--- src/sv/daily_byte_quota_tracker_unit_defines.svh ---
// Assertion macros shared by the daily byte quota tracker RTL.
`ifndef DAILY_BYTE_QUOTA_TRACKER_UNIT_DEFINES_SVH
`define DAILY_BYTE_QUOTA_TRACKER_UNIT_DEFINES_SVH

// Check that a condition holds in the same cycle as its trigger.
`define DBQT_ASSERT_NOW(label, clk, rst, ante, cons, msg) \
   label: assert property (@(posedge clk) disable iff (rst) (ante) |-> (cons)) else $error(msg);

// Check that a condition holds in the cycle after its trigger.
`define DBQT_ASSERT_NEXT(label, clk, rst, ante, cons, msg) \
   label: assert property (@(posedge clk) disable iff (rst) (ante) |=> (cons)) else $error(msg);

`endif

--- src/sv/dbqt_pkg.sv ---
// Types and constants of the daily byte quota tracker.
package dbqt_pkg;

   localparam int QUOTA_BITS     = 31;
   localparam int SIZE_BITS      = 32;
   localparam int DAY_BITS       = 16;
   localparam int CMD_BITS       = 2;
   localparam int CSR_INDEX_BITS = 2;
   localparam int REMAIN_BITS    = 32;
   // floor(quota / 10) fits in 28 bits for a 31-bit quota
   localparam int GRACE_BITS     = 28;
   localparam int RECIP_BITS     = 32;
   localparam int PROD_BITS      = QUOTA_BITS + RECIP_BITS;
   // x / 10 == (x * 0xCCCCCCCD) >> 35 for any x below 2^32
   localparam logic [RECIP_BITS-1:0] DIV10_RECIP = 32'hCCCC_CCCD;
   localparam int DIV10_SHIFT = 35;

   typedef enum logic [CMD_BITS-1:0] {
      CMD_QUERY    = 2'd0,
      CMD_ADD_BOTH = 2'd1,
      CMD_ADD_IO   = 2'd2,
      CMD_TIGHTEN  = 2'd3
   } cmd_type;

   typedef enum logic [CSR_INDEX_BITS-1:0] {
      CSR_IO_QUOTA     = 2'd0,
      CSR_ZIP_QUOTA    = 2'd1,
      CSR_TIGHTEN_UNIT = 2'd2
   } csr_index_type;

   typedef struct packed {
      cmd_type               command;
      logic [SIZE_BITS-1:0]  size_bytes;
      logic [DAY_BITS-1:0]   day_number;
   } req_item_type;

   typedef struct packed {
      logic [REMAIN_BITS-1:0] remaining_bytes;
      logic                   zip_over;
      logic                   io_over;
      logic                   day_rolled;
   } rsp_item_type;

   typedef struct packed {
      logic [QUOTA_BITS-1:0] io_quota;
      logic [QUOTA_BITS-1:0] zip_quota;
      logic [QUOTA_BITS-1:0] tighten_unit;
      logic [GRACE_BITS-1:0] zip_grace;
   } cfg_type;

endpackage

--- src/sv/dbqt_ifs.sv ---
// Request and response channel interfaces of the daily byte quota tracker.
interface dbqt_req_if;
   logic                                valid;
   logic                                ready;
   dbqt_pkg::cmd_type                   command;
   logic [dbqt_pkg::SIZE_BITS-1:0]      size_bytes;
   logic [dbqt_pkg::DAY_BITS-1:0]       day_number;

   modport source (output valid, command, size_bytes, day_number, input ready);
   modport sink   (input valid, command, size_bytes, day_number, output ready);
endinterface

interface dbqt_rsp_if;
   logic                                valid;
   logic                                ready;
   logic [dbqt_pkg::REMAIN_BITS-1:0]    remaining_bytes;
   logic                                zip_over;
   logic                                io_over;
   logic                                day_rolled;

   modport source (output valid, remaining_bytes, zip_over, io_over, day_rolled, input ready);
   modport sink   (input valid, remaining_bytes, zip_over, io_over, day_rolled, output ready);
endinterface

--- src/sv/dbqt_csr.sv ---
// Configuration registers and the precomputed ten percent grace.
module dbqt_csr (
   input  logic                                 clock,
   input  logic                                 reset,
   input  logic                                 csr_wr_en,
   input  logic [dbqt_pkg::CSR_INDEX_BITS-1:0]  csr_index,
   input  logic [dbqt_pkg::QUOTA_BITS-1:0]      csr_wdata,
   output dbqt_pkg::cfg_type                    cfg
);

   dbqt_pkg::cfg_type                 cfg_ff;
   dbqt_pkg::cfg_type                 cfg_in;
   logic [dbqt_pkg::PROD_BITS-1:0]    grace_prod;

   // Divide the written value by ten through its reciprocal
   assign grace_prod = dbqt_pkg::PROD_BITS'(csr_wdata)
                       * dbqt_pkg::PROD_BITS'(dbqt_pkg::DIV10_RECIP);

   // Decode the register index; an unknown index is dropped
   always_comb begin
      cfg_in = cfg_ff;
      if (csr_wr_en) begin
         unique case (dbqt_pkg::csr_index_type'(csr_index))
            dbqt_pkg::CSR_IO_QUOTA: begin
               cfg_in.io_quota = csr_wdata;
            end
            dbqt_pkg::CSR_ZIP_QUOTA: begin
               cfg_in.zip_quota = csr_wdata;
               cfg_in.zip_grace = grace_prod[dbqt_pkg::DIV10_SHIFT +: dbqt_pkg::GRACE_BITS];
            end
            dbqt_pkg::CSR_TIGHTEN_UNIT: begin
               cfg_in.tighten_unit = csr_wdata;
            end
            default: begin
               cfg_in = cfg_ff;
            end
         endcase
      end
   end

   always_ff @(posedge clock) begin
      if (reset) begin
         cfg_ff <= '0;
      end else begin
         cfg_ff <= cfg_in;
      end
   end

   assign cfg = cfg_ff;

endmodule

--- src/sv/dbqt_engine.sv ---
// Usage counters, day tracking and the single-pass answer for one request.
`include "daily_byte_quota_tracker_unit_defines.svh"

module dbqt_engine #(
   parameter int CounterBits = 40
) (
   input  logic                    clock,
   input  logic                    reset,
   input  logic                    go,
   input  dbqt_pkg::req_item_type  item,
   input  dbqt_pkg::cfg_type       cfg,
   output dbqt_pkg::rsp_item_type  result
);

   logic [CounterBits-1:0]          used_io_ff, used_io_in;
   logic [CounterBits-1:0]          used_zip_ff, used_zip_in;
   logic [CounterBits-1:0]          tighten_ff, tighten_in;
   logic [dbqt_pkg::DAY_BITS-1:0]   stored_day_ff, stored_day_in;
   logic                            day_known_ff, day_known_in;

   logic                            io_en, zip_en, is_query, roll;
   logic [CounterBits-1:0]          used_io_eff, used_zip_eff, tighten_eff;
   logic [CounterBits-1:0]          zip_quota_ext, io_quota_ext;
   logic [CounterBits:0]            zip_load;
   logic                            zip_under;
   logic [dbqt_pkg::QUOTA_BITS-1:0] zip_left;
   logic [CounterBits:0]            io_sum, zip_sum, tight_sum;
   logic [CounterBits-1:0]          io_sat, zip_sat, tight_sat;

   // Decode the request against the quotas and the stored day
   assign io_en    = cfg.io_quota != '0;
   assign zip_en   = cfg.zip_quota != '0;
   assign is_query = item.command == dbqt_pkg::CMD_QUERY;
   assign roll     = is_query && (io_en || zip_en)
                     && (!day_known_ff || item.day_number != stored_day_ff);

   // A new day answers from cleared counters
   assign used_io_eff  = roll ? '0 : used_io_ff;
   assign used_zip_eff = roll ? '0 : used_zip_ff;
   assign tighten_eff  = roll ? '0 : tighten_ff;

   // Compare the usage with the budgets
   assign zip_quota_ext = CounterBits'(cfg.zip_quota);
   assign io_quota_ext  = CounterBits'(cfg.io_quota);
   assign zip_load      = {1'b0, used_zip_eff} + {1'b0, tighten_eff};
   assign zip_under     = used_zip_eff < zip_quota_ext;
   assign zip_left      = cfg.zip_quota - used_zip_eff[dbqt_pkg::QUOTA_BITS-1:0];

   always_comb begin
      result = '0;
      if (is_query) begin
         result.remaining_bytes = (zip_en && zip_under)
            ? dbqt_pkg::REMAIN_BITS'(zip_left) + dbqt_pkg::REMAIN_BITS'(cfg.zip_grace)
            : '0;
         result.zip_over   = !zip_en || (zip_load > {1'b0, zip_quota_ext});
         result.io_over    = !io_en || (used_io_eff > io_quota_ext);
         result.day_rolled = roll;
      end
   end

   // Saturating adds for the counters
   assign io_sum    = {1'b0, used_io_ff} + (CounterBits + 1)'(item.size_bytes);
   assign zip_sum   = {1'b0, used_zip_ff} + (CounterBits + 1)'(item.size_bytes);
   assign tight_sum = {1'b0, tighten_ff} + (CounterBits + 1)'(cfg.tighten_unit);
   assign io_sat    = io_sum[CounterBits] ? '1 : io_sum[CounterBits-1:0];
   assign zip_sat   = zip_sum[CounterBits] ? '1 : zip_sum[CounterBits-1:0];
   assign tight_sat = tight_sum[CounterBits] ? '1 : tight_sum[CounterBits-1:0];

   // Advance the state for the request that leaves the input register
   always_comb begin
      used_io_in    = used_io_ff;
      used_zip_in   = used_zip_ff;
      tighten_in    = tighten_ff;
      stored_day_in = stored_day_ff;
      day_known_in  = day_known_ff;
      if (go) begin
         case (item.command)
            dbqt_pkg::CMD_QUERY: begin
               if (roll) begin
                  used_io_in    = '0;
                  used_zip_in   = '0;
                  tighten_in    = '0;
                  stored_day_in = item.day_number;
                  day_known_in  = 1'b1;
               end
            end
            dbqt_pkg::CMD_ADD_BOTH: begin
               if (io_en) used_io_in = io_sat;
               if (zip_en) used_zip_in = zip_sat;
            end
            dbqt_pkg::CMD_ADD_IO: begin
               if (io_en) used_io_in = io_sat;
            end
            default: begin
               if (zip_en) tighten_in = tight_sat;
            end
         endcase
      end
   end

   always_ff @(posedge clock) begin
      if (reset) begin
         used_io_ff    <= '0;
         used_zip_ff   <= '0;
         tighten_ff    <= '0;
         stored_day_ff <= '0;
         day_known_ff  <= 1'b0;
      end else begin
         used_io_ff    <= used_io_in;
         used_zip_ff   <= used_zip_in;
         tighten_ff    <= tighten_in;
         stored_day_ff <= stored_day_in;
         day_known_ff  <= day_known_in;
      end
   end

   `DBQT_ASSERT_NEXT(a_day_held_by_updates, clock, reset, go && !is_query, $stable(stored_day_ff), "day changed by a non-query request")
   `DBQT_ASSERT_NEXT(a_roll_clears_counters, clock, reset, go && roll, used_io_ff == '0 && used_zip_ff == '0 && tighten_ff == '0 && day_known_ff, "rollover did not clear the counters")
   `DBQT_ASSERT_NOW(a_roll_only_on_query, clock, reset, roll, is_query && (io_en || zip_en), "rollover outside an enabled query")

endmodule

--- src/sv/daily_byte_quota_tracker_unit.sv ---
// Top level of the daily byte quota tracker: handshake stages around the engine.
`include "daily_byte_quota_tracker_unit_defines.svh"

// Every request produces exactly one response. An accepted request is
// held in the input register, where it is evaluated against the usage
// counters. Once the result register is free, the counters are updated
// and its response is loaded into the result register, where it waits
// until it is taken. One request is accepted per cycle as long as
// responses are taken; the input and result registers decouple the two
// channels, so a stalled response only stops intake once both registers
// hold a request. Writing zip_quota also loads the ten percent grace through
// a multiplier on the configuration path, so configuration takes effect at
// the edge it is written. COUNTER_BITS sets the width of the saturating
// counters.
module daily_byte_quota_tracker_unit #(
   parameter int COUNTER_BITS = 40
) (
   input  logic                                clock,
   input  logic                                reset,
   dbqt_req_if.sink                            req_bus,
   dbqt_rsp_if.source                          rsp_bus,
   input  logic                                csr_wr_en,
   input  logic [dbqt_pkg::CSR_INDEX_BITS-1:0] csr_index,
   input  logic [dbqt_pkg::QUOTA_BITS-1:0]     csr_wdata
);

   dbqt_pkg::cfg_type      cfg;
   dbqt_pkg::req_item_type s1_item_ff, s1_item_in;
   logic                   s1_valid_ff, s1_valid_in;
   dbqt_pkg::rsp_item_type rsp_item_ff, rsp_item_in;
   logic                   rsp_valid_ff, rsp_valid_in;
   dbqt_pkg::rsp_item_type result;
   logic                   advance;
   logic                   go;

   dbqt_csr u_csr (
      .clock     (clock),
      .reset     (reset),
      .csr_wr_en (csr_wr_en),
      .csr_index (csr_index),
      .csr_wdata (csr_wdata),
      .cfg       (cfg)
   );

   dbqt_engine #(
      .CounterBits (COUNTER_BITS)
   ) u_engine (
      .clock  (clock),
      .reset  (reset),
      .go     (go),
      .item   (s1_item_ff),
      .cfg    (cfg),
      .result (result)
   );

   // Move the held request on when the result register is free
   assign advance        = !rsp_valid_ff || rsp_bus.ready;
   assign go             = s1_valid_ff && advance;
   assign req_bus.ready  = !s1_valid_ff || advance;

   // Load the input register
   always_comb begin
      s1_valid_in = s1_valid_ff;
      s1_item_in  = s1_item_ff;
      if (req_bus.ready) begin
         s1_valid_in = req_bus.valid;
         s1_item_in  = '{command:    req_bus.command,
                         size_bytes: req_bus.size_bytes,
                         day_number: req_bus.day_number};
      end
   end

   // Load the result register
   always_comb begin
      rsp_valid_in = rsp_valid_ff;
      rsp_item_in  = rsp_item_ff;
      if (advance) begin
         rsp_valid_in = s1_valid_ff;
         rsp_item_in  = result;
      end
   end

   always_ff @(posedge clock) begin
      if (reset) begin
         s1_valid_ff  <= 1'b0;
         rsp_valid_ff <= 1'b0;
      end else begin
         s1_valid_ff  <= s1_valid_in;
         rsp_valid_ff <= rsp_valid_in;
      end
   end

   always_ff @(posedge clock) begin
      s1_item_ff  <= s1_item_in;
      rsp_item_ff <= rsp_item_in;
   end

   // Drive the response channel
   assign rsp_bus.valid           = rsp_valid_ff;
   assign rsp_bus.remaining_bytes = rsp_item_ff.remaining_bytes;
   assign rsp_bus.zip_over        = rsp_item_ff.zip_over;
   assign rsp_bus.io_over         = rsp_item_ff.io_over;
   assign rsp_bus.day_rolled      = rsp_item_ff.day_rolled;

   `DBQT_ASSERT_NOW(a_intake_stops_when_full, clock, reset, s1_valid_ff && !advance, !req_bus.ready, "request taken while both stages are full")
   `DBQT_ASSERT_NOW(a_roll_needs_quota, clock, reset, rsp_valid_ff && rsp_item_ff.day_rolled, !(rsp_item_ff.zip_over && rsp_item_ff.io_over), "rollover with both quotas disabled")
   `DBQT_ASSERT_NOW(a_roll_zip_over_empty, clock, reset, rsp_valid_ff && rsp_item_ff.day_rolled && rsp_item_ff.zip_over, rsp_item_ff.remaining_bytes == '0, "bytes left on a disabled compressed budget")

endmodule
--- src/flat_wrapper.sv ---
// flat-port wrapper written by rule: the top's interface ports become plain ports
module daily_byte_quota_tracker_unit_flat 
#(
   parameter int COUNTER_BITS = 40
)
  (clock, reset, csr_wr_en, csr_index, csr_wdata, req_bus_valid, req_bus_command, req_bus_size_bytes, req_bus_day_number, req_bus_ready, rsp_bus_valid, rsp_bus_remaining_bytes, rsp_bus_zip_over, rsp_bus_io_over, rsp_bus_day_rolled, rsp_bus_ready);
  dbqt_req_if req_bus_i ();
  dbqt_rsp_if rsp_bus_i ();
  input  logic clock;
  input  logic reset;
  input  logic csr_wr_en;
  input  logic [dbqt_pkg::CSR_INDEX_BITS-1:0] csr_index;
  input  logic [dbqt_pkg::QUOTA_BITS-1:0] csr_wdata;
  input wire logic [$bits(req_bus_i.valid)-1:0] req_bus_valid;
  input wire logic [$bits(req_bus_i.command)-1:0] req_bus_command;
  input wire logic [$bits(req_bus_i.size_bytes)-1:0] req_bus_size_bytes;
  input wire logic [$bits(req_bus_i.day_number)-1:0] req_bus_day_number;
  output wire logic [$bits(req_bus_i.ready)-1:0] req_bus_ready;
  output wire logic [$bits(rsp_bus_i.valid)-1:0] rsp_bus_valid;
  output wire logic [$bits(rsp_bus_i.remaining_bytes)-1:0] rsp_bus_remaining_bytes;
  output wire logic [$bits(rsp_bus_i.zip_over)-1:0] rsp_bus_zip_over;
  output wire logic [$bits(rsp_bus_i.io_over)-1:0] rsp_bus_io_over;
  output wire logic [$bits(rsp_bus_i.day_rolled)-1:0] rsp_bus_day_rolled;
  input wire logic [$bits(rsp_bus_i.ready)-1:0] rsp_bus_ready;
  assign req_bus_i.valid = req_bus_valid;
  assign req_bus_i.command = req_bus_command;
  assign req_bus_i.size_bytes = req_bus_size_bytes;
  assign req_bus_i.day_number = req_bus_day_number;
  assign req_bus_ready = req_bus_i.ready;
  assign rsp_bus_valid = rsp_bus_i.valid;
  assign rsp_bus_remaining_bytes = rsp_bus_i.remaining_bytes;
  assign rsp_bus_zip_over = rsp_bus_i.zip_over;
  assign rsp_bus_io_over = rsp_bus_i.io_over;
  assign rsp_bus_day_rolled = rsp_bus_i.day_rolled;
  assign rsp_bus_i.ready = rsp_bus_ready;
  daily_byte_quota_tracker_unit #(.COUNTER_BITS(COUNTER_BITS)) u_core (.clock(clock), .reset(reset), .req_bus(req_bus_i), .rsp_bus(rsp_bus_i), .csr_wr_en(csr_wr_en), .csr_index(csr_index), .csr_wdata(csr_wdata));
endmodule
--- config.mk ---
export PLATFORM = sky130hd
export DESIGN_NAME = daily_byte_quota_tracker_unit_flat
export DESIGN_NICKNAME = d
export VERILOG_FILES = /design/src/sv/dbqt_pkg.sv /design/src/sv/dbqt_ifs.sv /design/src/sv/dbqt_csr.sv /design/src/sv/dbqt_engine.sv /design/src/sv/daily_byte_quota_tracker_unit.sv /design/src/flat_wrapper.sv
export VERILOG_INCLUDE_DIRS = /design/src /design/src/sv
export SDC_FILE = /design/constraint.sdc
export NUM_CORES = 2
export LEC_CHECK = 0
export BUFFER_PORTS_ARGS = -buffer_cell sky130_fd_sc_hd__buf_2
export CORE_ASPECT_RATIO = 0.9
export CORE_MARGIN = 5
export CORE_UTILIZATION = 50
export CTS_CLUSTER_DIAMETER = 50
export DETAILED_ROUTE_END_ITERATION = 6
export MAX_ROUTING_LAYER = met4
export PLACE_DENSITY = 0.7
export SETUP_SLACK_MARGIN = 0.2
export SYNTH_ARGS = -nofsm -noshare
export SYNTH_HDL_FRONTEND = slang
export SYNTH_SLANG_ARGS = --single-unit
--- constraint.sdc ---
create_clock -name clock -period 9.4 [get_ports clock]
set_clock_uncertainty 0.2 [all_clocks]
set_input_delay 0.94 -clock clock [delete_from_list [all_inputs] [get_ports clock]]
set_output_delay 0.94 -clock clock [all_outputs]
set_load 0.05 [all_outputs]
==> impl_metrics.py <==
metrics = {
    "status": {
        "run_status": "finished, final reports clean",
    },
    "yosys": {
        "synth_area_um2": 38050,
        "yosysSeqAreaShare": 0.2039,
        "synth_area_per_cell_um2": 8.438,
        "synth_ff_type": "dfxtp_1",
        "ys_warn_count": 0,
        "synth_enable_flop_cells": 85,
        "async_flop_share": 0,
        "synthCells": 4509,
        "syn_nets": 5427,
        "synth_cell_type_count": 115,
        "ys_ff_latch": 345,
    },
    "place": {
        "hpwl_um": 95240,
        "port_buffers": 124,
        "place.gp.congestion": 1.032,
    },
    "sta": {
        "tns_ps": 0,
        "rsz0062_at_grt": "no",
        "period_share": 0.9021,
        "finalSetupViolCount": 0,
        "min_period_ps": 8480,
        "tightest_slew_ps": 1132,
        "slew_viol_final": 0,
        "finalHoldViolations": 0,
        "slew_headroom": 0.2423,
        "max_freq_mhz": 117.9,
    },
    "clocking": {
        "hold_buffers": 0,
        "postCtsSetupRepairBufs": 0,
        "clk_latency_ps": 640,
        "htreeDepth": 2,
        "max-clock-path-buffers": 3,
        "numCtsBuffers": 54,
        "cts.sinks": 345,
        "root_buffer": "clkbuf_16",
        "ctsResizeCount": 0,
        "cts_tree": "yes",
        "path_clk_slew_ps": 60,
    },
    "worst_setup_path": {
        "cp-start-kind": "flip-flop",
        "cp.required_ps": 9540,
        "cp-end-kind": "flip-flop",
        "worst-path-buf-inv": 2,
        "crit_family": "simple AND/OR/NAND/NOR gates",
        "critical_path.max_stage_delay_ps": 720,
        "crit_path_top_delay_cell": "nor4_1",
        "regToRegSetupSlack_ps": 920,
        "crit_type": "flip-flop to flip-flop",
        "cp.arrival_ps": 8620,
        "cp_max_fo": 34,
    },
    "floorplan": {
        "core_um2": 75790,
        "dieArea_um2": 81710,
        "die_w_um": 300.8,
        "pin_count": 125,
        "initial_utilization": 0.5020,
        "rows": 96,
        "die_h_um": 271.7,
    },
    "drt": {
        "drtIter0Drc": 2926,
        "routedWlPerCell_um": 20.53,
        "drc": 0,
        "viasPerCell": 5.839,
        "wl_um": 116500,
        "ant_nets": 0,
        "via_count": 33130,
        "first_pass_iters": 6,
    },
    "global_routing": {
        "first_global_vias": 30830,
        "antenna_found_initial": 12,
        "grt_overflow_total": 0,
        "grt_max_degree": 78,
        "grt_first_pass_wirelength_um": 178200,
        "grtUsageTotal": 0.2844,
    },
    "final_layout": {
        "fillCellCount": 7055,
        "final_cell_mix": "ha_1 (583), inv_1 (566), nand2_1 (529), a21oi_1 (404), dfxtp_1 (260)",
        "layout-drive-gt1-share": 0.07249,
        "mostFrequentLayoutCell": "ha_1",
        "synthToLayoutAreaGrowth_pct": 9.245,
        "fin_nets": 5508,
    },
    "run": {
        "drv_cap": 0,
    },
    "min_path": {
        "hold_path_class": "flip-flop to flip-flop",
    },
}
Yosys cell counts (10+ instances only):
library cell  count  area share
nand4_1          62       0.010
o22ai_1          15      0.0025
o21ai_0         192       0.025
and2_1           93       0.015
nand2b_1         34      0.0056
buf_1            13      0.0013
a211o_1          10      0.0023
nand2_1         530       0.052
a22oi_1          14      0.0028
fa_1            247        0.13
or3_1            14      0.0023
o2bb2ai_1        12      0.0028
a211oi_1         47      0.0093
o31ai_1          11      0.0022
o21bai_1         48      0.0095
inv_1           567       0.056
nor2b_1          47      0.0077
nand3b_1         10      0.0020
and3_1           34      0.0056
xor2_1           67       0.015
o211ai_1         16      0.0032
clkbuf_1        100      0.0099
xnor2_1         118       0.027
ha_1            583        0.19
a311oi_1         13      0.0030
a21o_1          172       0.034
o21a_1           37      0.0073
nand3_1          76       0.010
nor3_1           58      0.0076
a31o_2           12      0.0028
or2_2            11      0.0018
buf_2            13      0.0017
a21oi_1         404       0.053
nor4_1           37      0.0061
a31oi_1          24      0.0039
dfxtp_1         260        0.14
nor2_1          222       0.022
edfxtp_1         85       0.067
routing by layer:
metal / up-vias / track usage / wire length, µm / share of wire
met2: 1329 / 0.4051 / 48770 / 0.42
met5: - / - / 0 / 0
li1: 15880 / - / - / -
met1: 15770 / 0.4138 / 52690 / 0.45
met4: 0 / 0.06704 / 3017 / 0.026
met3: 154 / 0.06070 / 12010 / 0.10
registers in the layout, indices dropped and copies added (netlist names), 16 cells and up:
| signal | count |
|---|---|
| u_core.u_engine.used_io_ff | 40 |
| u_core.u_engine.tighten_ff | 40 |
| u_core.u_engine.stored_day_ff | 16 |
| u_core.u_engine.used_zip_ff | 40 |
| u_core.u_csr.cfg | 121 |
| u_core.rsp_bus.remaining_bytes | 32 |
| u_core.s1_item_ff | 50 |
worst paths after layout:
| path | cells after the start | start | endpoint |
|---|---|---|---|
| min | 2 | u_core.u_csr.cfg[5] | u_core.u_csr.cfg[5] |
| max | 31 | u_core.s1_item_ff[7] | u_core.rsp_bus.zip_over |
| min reg2reg | 2 | u_core.u_csr.cfg[5] | u_core.u_csr.cfg[5] |
| max reg2reg | 31 | u_core.s1_item_ff[7] | u_core.rsp_bus.zip_over |
stage by stage:
stage | util | cells | hold WS [ps] | cell area (µm²) | setup slack (ps)
2_1_floorplan | - | 4509 | 229.1 | 38050 | 1597
3_3_place_gp | 0.5235 | 5563 | 245.8 | 39670 | 645.9
3_5_place_dp | 0.5235 | 5563 | 249.5 | 39670 | 535.8
4_1_cts | 0.5480 | 5664 | 239.6 | 41540 | 1051
5_1_grt | 0.5484 | 5674 | 249.6 | 41560 | 564.8
6_report | 0.5484 | 5674 | 256.0 | 41560 | 920.1
tightest hold or removal path: cells and delay by family (launching register included):
family / cells / cell delay [ps]
compound gates: 1 / 50
flops: 1 / 310
simple gates: 1 / 50
layout make-up:
cell class | count | area, µm² | area share
Sequential cell | 345 | 7757 | 0.1866
Inverter | 569 | 2136 | 0.05139
Clock buffer | 63 | 1405 | 0.03381
Tap cell | 1029 | 1287 | 0.03098
Antenna cell | 10 | 25.02 | 0.0006021
Clock inverter | 38 | 457.9 | 0.01102
Multi-Input combinational cell | 3458 | 27580 | 0.6636
Timing Repair Buffer | 162 | 912.1 | 0.02195
cell families (layout without fill, tap and decap cells):
group / after synthesis / after routing / synth area share
AO/OA/AOI/OAI: 1174 / 1174 / 0.2017
other: 0 / 10 / 0
buffers and inverters: 706 / 832 / 0.07229
XOR/XNOR: 185 / 185 / 0.04259
multiplexers: 9 / 9 / 0.002467
AND/OR/NAND/NOR: 1260 / 1260 / 0.1554
adder cells (fa/ha/maj): 830 / 830 / 0.3217
flip-flops: 345 / 345 / 0.2039
Power is not shown: default switching activity piles up to over one toggle a cycle in this logic, so the estimate is an artifact.
